`src/hdl/md4_hash_engine_defines.svh`:
```
// Assertion helpers for the MD4 engine.
`ifndef MD4_HASH_ENGINE_DEFINES_SVH
`define MD4_HASH_ENGINE_DEFINES_SVH

// Same-cycle implication, disabled in reset.
`define MD4_ASSERT_NOW(lbl, ante, cons, msg) \
   lbl: assert property (@(posedge clock) disable iff (reset) (ante) |-> (cons)) \
      else $error(msg);

// Next-cycle implication, disabled in reset.
`define MD4_ASSERT_NEXT(lbl, ante, cons, msg) \
   lbl: assert property (@(posedge clock) disable iff (reset) (ante) |=> (cons)) \
      else $error(msg);

`endif

```
`src/hdl/md4_pkg.sv`:
```
package md4_pkg;

   typedef struct packed {
      logic [31:0] message_word;
      logic [2:0]  byte_count;
      logic        final_item;
   } md4_req_type;

   typedef struct packed {
      logic [31:0] digest_word;
      logic [1:0]  word_index;
      logic        last_of_digest;
   } md4_rsp_type;

   localparam logic [31:0] K_RND2 = 32'h5a827999;
   localparam logic [31:0] K_RND3 = 32'h6ed9eba1;
   localparam logic [31:0] IV_A   = 32'h67452301;
   localparam logic [31:0] IV_B   = 32'hefcdab89;
   localparam logic [31:0] IV_C   = 32'h98badcfe;
   localparam logic [31:0] IV_D   = 32'h10325476;
   localparam logic [7:0]  PAD_BYTE = 8'h80;

   localparam logic [1:0] RND_1 = 2'd0;
   localparam logic [1:0] RND_2 = 2'd1;
   localparam logic [1:0] RND_3 = 2'd2;

   // microprogram addresses
   localparam int unsigned UPC_W = 6;
   localparam logic [UPC_W-1:0] UA_IDLE   = 6'd0;
   localparam logic [UPC_W-1:0] UA_LOAD   = 6'd1;
   localparam logic [UPC_W-1:0] UA_ROUND0 = 6'd2;
   localparam logic [UPC_W-1:0] UA_ADD    = 6'd50;
   localparam logic [UPC_W-1:0] UA_PAD    = 6'd51;
   localparam logic [UPC_W-1:0] UA_EMIT   = 6'd52;

   typedef enum logic [2:0] {
      OP_IDLE,
      OP_LOAD,
      OP_ROUND,
      OP_ADD,
      OP_PAD,
      OP_EMIT
   } md4_op_type;

   typedef struct packed {
      md4_op_type       op;
      logic [1:0]       rnd;
      logic [4:0]       shamt;
      logic [3:0]       rd_idx;   // buffer word fetched this step, used next step
      logic [UPC_W-1:0] target;   // conditional jump target
   } md4_ucode_type;

   // message word order per round
   function automatic logic [3:0] md4_msg_idx(input logic [1:0] rnd, input logic [3:0] i);
      logic [3:0] idx;
      case (rnd)
         RND_1:   idx = i;
         RND_2:   idx = {i[1:0], i[3:2]};
         default: idx = {i[0], i[1], i[2], i[3]};
      endcase
      return idx;
   endfunction

   function automatic logic [4:0] md4_shift(input logic [1:0] rnd, input logic [1:0] j);
      logic [4:0] s;
      case ({rnd, j})
         {RND_1, 2'd0}: s = 5'd3;
         {RND_1, 2'd1}: s = 5'd7;
         {RND_1, 2'd2}: s = 5'd11;
         {RND_1, 2'd3}: s = 5'd19;
         {RND_2, 2'd0}: s = 5'd3;
         {RND_2, 2'd1}: s = 5'd5;
         {RND_2, 2'd2}: s = 5'd9;
         {RND_2, 2'd3}: s = 5'd13;
         {RND_3, 2'd0}: s = 5'd3;
         {RND_3, 2'd1}: s = 5'd9;
         {RND_3, 2'd2}: s = 5'd11;
         default:       s = 5'd15;
      endcase
      return s;
   endfunction

   // control store
   function automatic md4_ucode_type md4_ucode(input logic [UPC_W-1:0] addr);
      md4_ucode_type    uc;
      logic [UPC_W-1:0] s;
      logic [UPC_W-1:0] sn;
      uc = '{op: OP_IDLE, rnd: RND_1, shamt: 5'd0, rd_idx: 4'd0, target: UA_IDLE};
      s  = addr - UA_ROUND0;
      sn = s + 6'd1;
      if (addr == UA_IDLE) begin
         uc.op     = OP_IDLE;
         uc.target = UA_PAD;
      end else if (addr == UA_LOAD) begin
         uc.op     = OP_LOAD;
         uc.rd_idx = md4_msg_idx(RND_1, 4'd0);
      end else if (addr < UA_ADD) begin
         uc.op    = OP_ROUND;
         uc.rnd   = s[5:4];
         uc.shamt = md4_shift(s[5:4], s[1:0]);
         if (sn < 6'd48) begin
            uc.rd_idx = md4_msg_idx(sn[5:4], sn[3:0]);
         end
      end else if (addr == UA_ADD) begin
         uc.op     = OP_ADD;
         uc.target = UA_PAD;
      end else if (addr == UA_PAD) begin
         uc.op     = OP_PAD;
         uc.target = UA_LOAD;
      end else if (addr == UA_EMIT) begin
         uc.op = OP_EMIT;
      end
      return uc;
   endfunction

endpackage

```
`src/hdl/md4_hash_engine.sv`:
```
// channel   dir  handshake            payload
// req_      in   req_valid/req_ready  md4_req_type: message word, byte count, final
// rsp_      out  rsp_valid/rsp_ready  md4_rsp_type: digest word, index, last
//
// A word is taken in the idle step; every 16th word runs LOAD, 48 round steps and
// ADD before the next word is taken. The last word adds padding steps plus one or
// two compressions, then four digest words from a one-deep output register.
// Reset (synchronous, active high) restores the MD4 initial chaining words.
// req_ready is high only in the idle step; a stalled rsp_ready holds the digest.
module md4_hash_engine
   import md4_pkg::*;
(
   input  logic        clock,
   input  logic        reset,
   input  logic        req_valid,
   output logic        req_ready,
   input  md4_req_type req_data,
   output logic        rsp_valid,
   input  logic        rsp_ready,
   output md4_rsp_type rsp_data
);

`include "md4_hash_engine_defines.svh"

   // sequencer
   logic [UPC_W-1:0] upc_ff, upc_in;
   md4_ucode_type    uc;

   // chaining and working words
   logic [31:0] cv_ff [4];
   logic [31:0] cv_in [4];
   logic [31:0] wa_ff, wb_ff, wc_ff, wd_ff;
   logic [31:0] wa_in, wb_in, wc_in, wd_in;

   // block buffer: one write port, one registered read port
   logic [31:0] buf_mem [16];
   logic [31:0] rd_word_ff;
   logic        buf_we;
   logic [31:0] buf_wdata;

   logic [3:0]  wib_ff, wib_in;          // words in current block
   logic [60:0] nbytes_ff, nbytes_in;    // message length in bytes
   logic        pad_ff, pad_in;          // padding still to push
   logic        need80_ff, need80_in;    // 0x80 word still owed
   logic        lenlo_ff, lenlo_in;      // low length word pushed
   logic        emit_ff, emit_in;        // digest ready after this compress
   logic [1:0]  oidx_ff, oidx_in;

   logic        rsp_valid_ff, rsp_valid_in;
   md4_rsp_type rsp_data_ff, rsp_data_in;

   logic        req_fire;
   logic        rsp_load;
   logic [2:0]  cnt_sat;
   logic [31:0] kept;
   logic [31:0] f_val, k_val, t_sum, rot;
   logic [63:0] bit_len;

   assign uc        = md4_ucode(upc_ff);
   assign req_ready = (uc.op == OP_IDLE);
   assign req_fire  = req_valid && req_ready;
   assign rsp_valid = rsp_valid_ff;
   assign rsp_data  = rsp_data_ff;
   assign rsp_load  = !rsp_valid_ff || rsp_ready;
   assign bit_len   = {nbytes_ff, 3'b000};

   // round function
   always_comb begin
      case (uc.rnd)
         RND_1: begin
            f_val = (wb_ff & wc_ff) | (~wb_ff & wd_ff);
            k_val = '0;
         end
         RND_2: begin
            f_val = (wb_ff & wc_ff) | (wb_ff & wd_ff) | (wc_ff & wd_ff);
            k_val = K_RND2;
         end
         default: begin
            f_val = wb_ff ^ wc_ff ^ wd_ff;
            k_val = K_RND3;
         end
      endcase
      t_sum = wa_ff + f_val + k_val + rd_word_ff;
      rot   = (t_sum << uc.shamt) | (t_sum >> (6'd32 - {1'b0, uc.shamt}));
   end

   // final-word byte trim
   always_comb begin
      cnt_sat = (req_data.byte_count > 3'd4) ? 3'd4 : req_data.byte_count;
      case (cnt_sat[1:0])
         2'd0:    kept = {24'h0, PAD_BYTE};
         2'd1:    kept = {16'h0, PAD_BYTE, req_data.message_word[7:0]};
         2'd2:    kept = {8'h0, PAD_BYTE, req_data.message_word[15:0]};
         default: kept = {PAD_BYTE, req_data.message_word[23:0]};
      endcase
   end

   always_comb begin
      upc_in       = upc_ff;
      cv_in        = cv_ff;
      wa_in        = wa_ff;
      wb_in        = wb_ff;
      wc_in        = wc_ff;
      wd_in        = wd_ff;
      wib_in       = wib_ff;
      nbytes_in    = nbytes_ff;
      pad_in       = pad_ff;
      need80_in    = need80_ff;
      lenlo_in     = lenlo_ff;
      emit_in      = emit_ff;
      oidx_in      = oidx_ff;
      rsp_valid_in = rsp_valid_ff && !rsp_ready;
      rsp_data_in  = rsp_data_ff;
      buf_we       = 1'b0;
      buf_wdata    = req_data.message_word;

      unique case (uc.op)
         OP_IDLE: begin
            if (req_fire) begin
               buf_we = 1'b1;
               wib_in = wib_ff + 4'd1;
               if (!req_data.final_item) begin
                  nbytes_in = nbytes_ff + 61'd4;
               end else begin
                  nbytes_in = nbytes_ff + {58'd0, cnt_sat};
                  pad_in    = 1'b1;
                  if (cnt_sat == 3'd4) begin
                     need80_in = 1'b1;
                  end else begin
                     buf_wdata = kept;
                  end
               end
               if (wib_ff == 4'd15) begin
                  upc_in = UA_LOAD;
               end else if (req_data.final_item) begin
                  upc_in = uc.target;
               end
            end
         end
         OP_LOAD: begin
            wa_in  = cv_ff[0];
            wb_in  = cv_ff[1];
            wc_in  = cv_ff[2];
            wd_in  = cv_ff[3];
            upc_in = upc_ff + 6'd1;
         end
         OP_ROUND: begin
            wa_in  = wd_ff;
            wd_in  = wc_ff;
            wc_in  = wb_ff;
            wb_in  = rot;
            upc_in = upc_ff + 6'd1;
         end
         OP_ADD: begin
            cv_in[0] = cv_ff[0] + wa_ff;
            cv_in[1] = cv_ff[1] + wb_ff;
            cv_in[2] = cv_ff[2] + wc_ff;
            cv_in[3] = cv_ff[3] + wd_ff;
            if (emit_ff) begin
               upc_in = UA_EMIT;
            end else if (pad_ff) begin
               upc_in = uc.target;
            end else begin
               upc_in = UA_IDLE;
            end
         end
         OP_PAD: begin
            buf_we = 1'b1;
            wib_in = wib_ff + 4'd1;
            if (need80_ff) begin
               buf_wdata = {24'h0, PAD_BYTE};
               need80_in = 1'b0;
            end else if (wib_ff == 4'd14) begin
               buf_wdata = bit_len[31:0];
               lenlo_in  = 1'b1;
            end else if (lenlo_ff) begin
               buf_wdata = bit_len[63:32];
               pad_in    = 1'b0;
               emit_in   = 1'b1;
            end else begin
               buf_wdata = '0;
            end
            if (wib_ff == 4'd15) begin
               upc_in = uc.target;
            end
         end
         OP_EMIT: begin
            if (rsp_load) begin
               rsp_valid_in               = 1'b1;
               rsp_data_in.digest_word    = cv_ff[oidx_ff];
               rsp_data_in.word_index     = oidx_ff;
               rsp_data_in.last_of_digest = (oidx_ff == 2'd3);
               oidx_in                    = oidx_ff + 2'd1;
               if (oidx_ff == 2'd3) begin
                  cv_in[0]  = IV_A;
                  cv_in[1]  = IV_B;
                  cv_in[2]  = IV_C;
                  cv_in[3]  = IV_D;
                  nbytes_in = '0;
                  lenlo_in  = 1'b0;
                  emit_in   = 1'b0;
                  upc_in    = UA_IDLE;
               end
            end
         end
         default: upc_in = UA_IDLE;
      endcase
   end

   always_ff @(posedge clock) begin
      if (reset) begin
         upc_ff       <= UA_IDLE;
         cv_ff[0]     <= IV_A;
         cv_ff[1]     <= IV_B;
         cv_ff[2]     <= IV_C;
         cv_ff[3]     <= IV_D;
         wib_ff       <= '0;
         nbytes_ff    <= '0;
         pad_ff       <= 1'b0;
         need80_ff    <= 1'b0;
         lenlo_ff     <= 1'b0;
         emit_ff      <= 1'b0;
         oidx_ff      <= '0;
         rsp_valid_ff <= 1'b0;
      end else begin
         upc_ff       <= upc_in;
         cv_ff        <= cv_in;
         wib_ff       <= wib_in;
         nbytes_ff    <= nbytes_in;
         pad_ff       <= pad_in;
         need80_ff    <= need80_in;
         lenlo_ff     <= lenlo_in;
         emit_ff      <= emit_in;
         oidx_ff      <= oidx_in;
         rsp_valid_ff <= rsp_valid_in;
      end
   end

   always_ff @(posedge clock) begin
      wa_ff       <= wa_in;
      wb_ff       <= wb_in;
      wc_ff       <= wc_in;
      wd_ff       <= wd_in;
      rsp_data_ff <= rsp_data_in;
   end

   // block buffer
   always_ff @(posedge clock) begin
      if (buf_we) begin
         buf_mem[wib_ff] <= buf_wdata;
      end
      rd_word_ff <= buf_mem[uc.rd_idx];
   end

   // a message always ends on a block boundary
   `MD4_ASSERT_NOW(a_end_on_boundary, (uc.op == OP_ADD) && emit_ff, wib_ff == 4'd0, "digest compress not block aligned")

   // after the last digest word is loaded the chain is back at the initial values
   `MD4_ASSERT_NEXT(a_chain_restart, (uc.op == OP_EMIT) && rsp_load && (oidx_ff == 2'd3), (cv_ff[0] == IV_A) && (cv_ff[3] == IV_D) && (upc_ff == UA_IDLE) && (nbytes_ff == '0), "chain not restarted after digest")

   // digest words follow one another without gaps
   `MD4_ASSERT_NEXT(a_digest_stream, rsp_valid && rsp_ready && !rsp_data.last_of_digest, rsp_valid && (rsp_data.word_index == $past(rsp_data.word_index) + 2'd1), "digest word missing or out of order")

endmodule

```
`config.mk`:
```
export PLATFORM = sky130hd
export DESIGN_NAME = md4_hash_engine
export DESIGN_NICKNAME = d
export VERILOG_FILES = /design/src/hdl/md4_pkg.sv /design/src/hdl/md4_hash_engine.sv
export VERILOG_INCLUDE_DIRS = /design/src /design/src/hdl
export SDC_FILE = /design/constraint.sdc
export NUM_CORES = 2
export LEC_CHECK = 0
export BUFFER_PORTS_ARGS = -buffer_cell sky130_fd_sc_hd__buf_2
export CAP_MARGIN = 40
export CELL_PAD_IN_SITES_DETAIL_PLACEMENT = 1
export CELL_PAD_IN_SITES_GLOBAL_PLACEMENT = 2
export CORE_MARGIN = 10
export CORE_UTILIZATION = 46
export DETAILED_ROUTE_END_ITERATION = 8
export PLACE_DENSITY_LB_ADDON = 0.1
export SYNTH_ARGS = -nofsm -noshare
export SYNTH_HDL_FRONTEND = slang
export SYNTH_SLANG_ARGS = --single-unit
export TNS_END_PERCENT = 100
```
`constraint.sdc`:
```
create_clock -name clock -period 22.3 [get_ports clock]
set_input_delay 1.115 -clock clock [delete_from_list [all_inputs] [get_ports clock]]
set_output_delay 1.115 -clock clock [all_outputs]
set_load 0.01 [all_outputs]
```
==> impl_results.md <==
* Dpl hpwl at around 130 mm
* Post-DP Area at roughly 54000 µm²
* Post-route clock period utilization at 0.370
* First-pass GRT wire length at roughly 280 mm
* Worst slew pin tran at 989 ps
* CTS root buf: clkbuf_16
* Dominant cell type by area after synthesis: edfxtp_1
* Number of max-cap violations at 0
* Netlist Area Pre-Place at 51700 µm²
* Antenna-violating nets left at 0
* Yosys cell types at 101
* Io pins at 77
* Clk buf depth at 3
* Crit path arrival time at around 8700 ps
* Core area at 111000 µm²
* Finished Cell Area at 57500 µm²
* Top-area cell type share of the netlist area at 0.392
* Top FF cell, synth: edfxtp_1
* Top delay family on crit path: compound AO/OA/AOI/OAI gates
* Drt drc at 0
* GP Congestion at 0.933
* Worst Setup Start Kind: flop
* FP Rows at around 120
* Post-DR wirelength/cell at 28.2 µm
* Number of global-route vias before repair at 42950
* Worst Hold Depth at 2
* Wire length on met3 at 9.54 mm
* Final wirelength at about 190 mm
* R2r startpoint: upc_ff[1]
* Starting Density at 0.465
* Largest net degree at the start of global routing at around 180
* Worst-path clk slew at 60 ps
* Syn avg cell area at between 10 and 15 µm²
* Via count at 42060
* Routed metal-1 wire length at 79.5 mm
* CP Capture Type: flop
* Top post-synthesis cells by count: 682 x nand2_1, 675 x edfxtp_1, 361 x nor2_1
* H-Tree Depth at 3
* Critical path depth at 23
* Slew Viols, Final at 0
* Pre-Repair DR Iteration Count at 5
* Synth area leaders: edfxtp_1 39%, dfxtp_1 9.2%, nand2_1 5.0%
* Reg2reg path depth at 23
* Top routing layer used: met5
* Warnings from Yosys at 0
* Share of cells above drive strength 1 at 0.0963
* CTS buffer count at 101
* Wire length on met2 at 93.0 mm
* Minimum clock period at 8250 ps
* Outcome: complete, no violations
* Final TNS setup at 0 ps
* Setup Skew at 59.7 ps
* Fin nets at 5480
* CTS Hold Bufs at 0
* Final setup fails at 0
* GRT Overall Usage at 0.295
* I/O Buffers at 76
* Post-CTS Setup Bufs at 0
* Vias per inst at 6.24
* Critical-path cell list: inv_1 -> ha_1 -> nor2_1 -> o22a_4 -> inv_8 -> nor2_4 -> buf_4 -> inv_2 -> a21oi_1 -> fa_1 -> ha_1 -> ha_1 -> fa_1 -> a211oi_1 -> o21ai_0 -> a2111oi_0 -> nor3_1 -> nand2_1 -> o21ai_0 -> a21oi_1 -> nor3_1 -> a2111oi_0 -> nand2_1
* Initial antenna violation count at 4
* Die span in x at 355 µm
* Worst Hold Launch: nbytes_ff[55]
* GR Overflow Total at 0
* CP bufs+invs at 4
* Asr flop ratio synth at 0
* Worst hold path class: reg -> reg
* Register area share after synthesis at 0.484
* Hold Violations, Final at 0
* N_diodes at 0
* Critical path's slowest cell: a2111oi_0
* Number of synthesized flops with an enable pin at 675
* Setup slack, reg-to-reg at around 14000 ps
* Die area at 126000 µm²
* Drt first-iter violations at 3228
* Clk Latency, worst-skew pair at 750 ps
* Crit path kind: reg -> reg
* F_max at around 0.12 GHz
* Area delta synth->final at 11.2%
* Synth Instances at 5167
* Worst setup path start: upc_ff[1]
* Top-count cell post-synth: nand2_1
* Headroom to the max-slew limit at 0.340
* WP data required at approximately 23000 ps
* CTS tree: yes
* Net count after synthesis at about 5500
* CP max stage delay at about 650 ps
* CTS resizes at 0
* Most frequent CP cell: ha_1
* Die Ht at 355 µm
* RSZ-0062 raised after global routing: no
* Crit path max fanout at 124
* #FFs+latches synth at between 900 and 1000
* Clock Sinks at 913
[flip-flops by register name, summed over array words and instances, names as in the netlist]
| register | count |
|---|---|
| emit_ff | 1 |
| rsp_valid | 1 |
| lenlo_ff | 1 |
| cv_ff | 128 |
| upc_ff | 6 |
| oidx_ff | 2 |
| wb_ff | 32 |
| pad_ff | 1 |
| rsp_data | 35 |
| wib_ff | 4 |
| wc_ff | 32 |
| rd_word_ff | 32 |
| wd_ff | 32 |
| need80_ff | 1 |
| wa_ff | 32 |
| nbytes_ff | 61 |
| buf_mem | 512 |
[placed cells by master, fill, tap and decap left out, drive strengths merged, types with 13 or more instances in the layout]
| cell | instances |
|---|---|
| nand2 | 682 |
| edfxtp | 675 |
| nor2 | 364 |
| a21oi | 347 |
| o21ai | 311 |
| inv | 289 |
| dfxtp | 238 |
| a211oi | 199 |
| buf | 198 |
| ha | 180 |
| and2 | 146 |
| clkbuf | 136 |
| a31oi | 112 |
| nand3 | 110 |
| nor3 | 95 |
| fa | 92 |
| xnor2 | 92 |
| xor2 | 76 |
| a311oi | 72 |
| a21o | 71 |
| o22ai | 68 |
| and3 | 62 |
| a22oi | 52 |
| mux2i | 51 |
| o21a | 39 |
| o211ai | 36 |
| clkinv | 36 |
| mux4 | 35 |
| or3 | 34 |
| nand4 | 30 |
| nand2b | 28 |
| nor2b | 20 |
| nor4 | 16 |
| o21bai | 15 |
| o31ai | 15 |
| a2111oi | 13 |
[final cells by class]
type / count / area (µm²)
fillers: 12221 / 53600
flip-flops and latches: 913 / 25000
multi-input cells: 3664 / 24500
clock buffers: 135 / 2770
well taps: 1488 / 1860
repair buffers: 200 / 1580
inverters: 288 / 1090
clock inverters: 53 / 633
[path summary, 6_finish.rpt]
| kind | endpoint |
|---|---|
| min reg2reg | nbytes_ff[55] |
| max | wb_ff[27] |
| min | nbytes_ff[55] |
| max reg2reg | wb_ff[27] |
[through the flow]
step	util	instances	hold slack, ps	setup slack (ps)
detailed placement	0.487	6552	485	14210
floorplan	-	5167	432	15340
finish	0.517	6741	497	14050
global placement	0.483	6527	470	14290
global route	0.517	6741	527	13490
CTS	0.517	6740	495	14200
[worst register-to-register path, stage by stage (launching register included)]
cell	delay (ps)
dfxtp_1	610
inv_1	190
ha_1	310
nor2_1	170
o22a_4	400
inv_8	330
nor2_4	340
buf_4	460
inv_2	300
a21oi_1	250
fa_1	450
ha_1	200
ha_1	210
fa_1	430
a211oi_1	370
o21ai_0	320
a2111oi_0	480
nor3_1	230
nand2_1	160
o21ai_0	330
a21oi_1	520
nor3_1	190
a2111oi_0	650
nand2_1	100
[kinds of logic after synthesis]
logic type | count (synthesis) | share of synthesized area
and+or+nand+nor | 1628 | 0.144
AOI/OAI and AO/OA | 1498 | 0.190
buffers and inverters | 590 | 0.0455
adders and majority gates | 272 | 0.0792
xor gates and xnor gates | 168 | 0.0296
DFF | 913 | 0.484
muxes | 98 | 0.0277
[metal layers]
layer,global-route usage,vias to the layer above
met3,0.0385,370
met2,0.506,1283
met1,0.373,21423
met4,0.119,2
met5,0,-
li1,-,18982
Power is not shown: default switching activity piles up to over one toggle a cycle in this logic, so the estimate is an artifact.
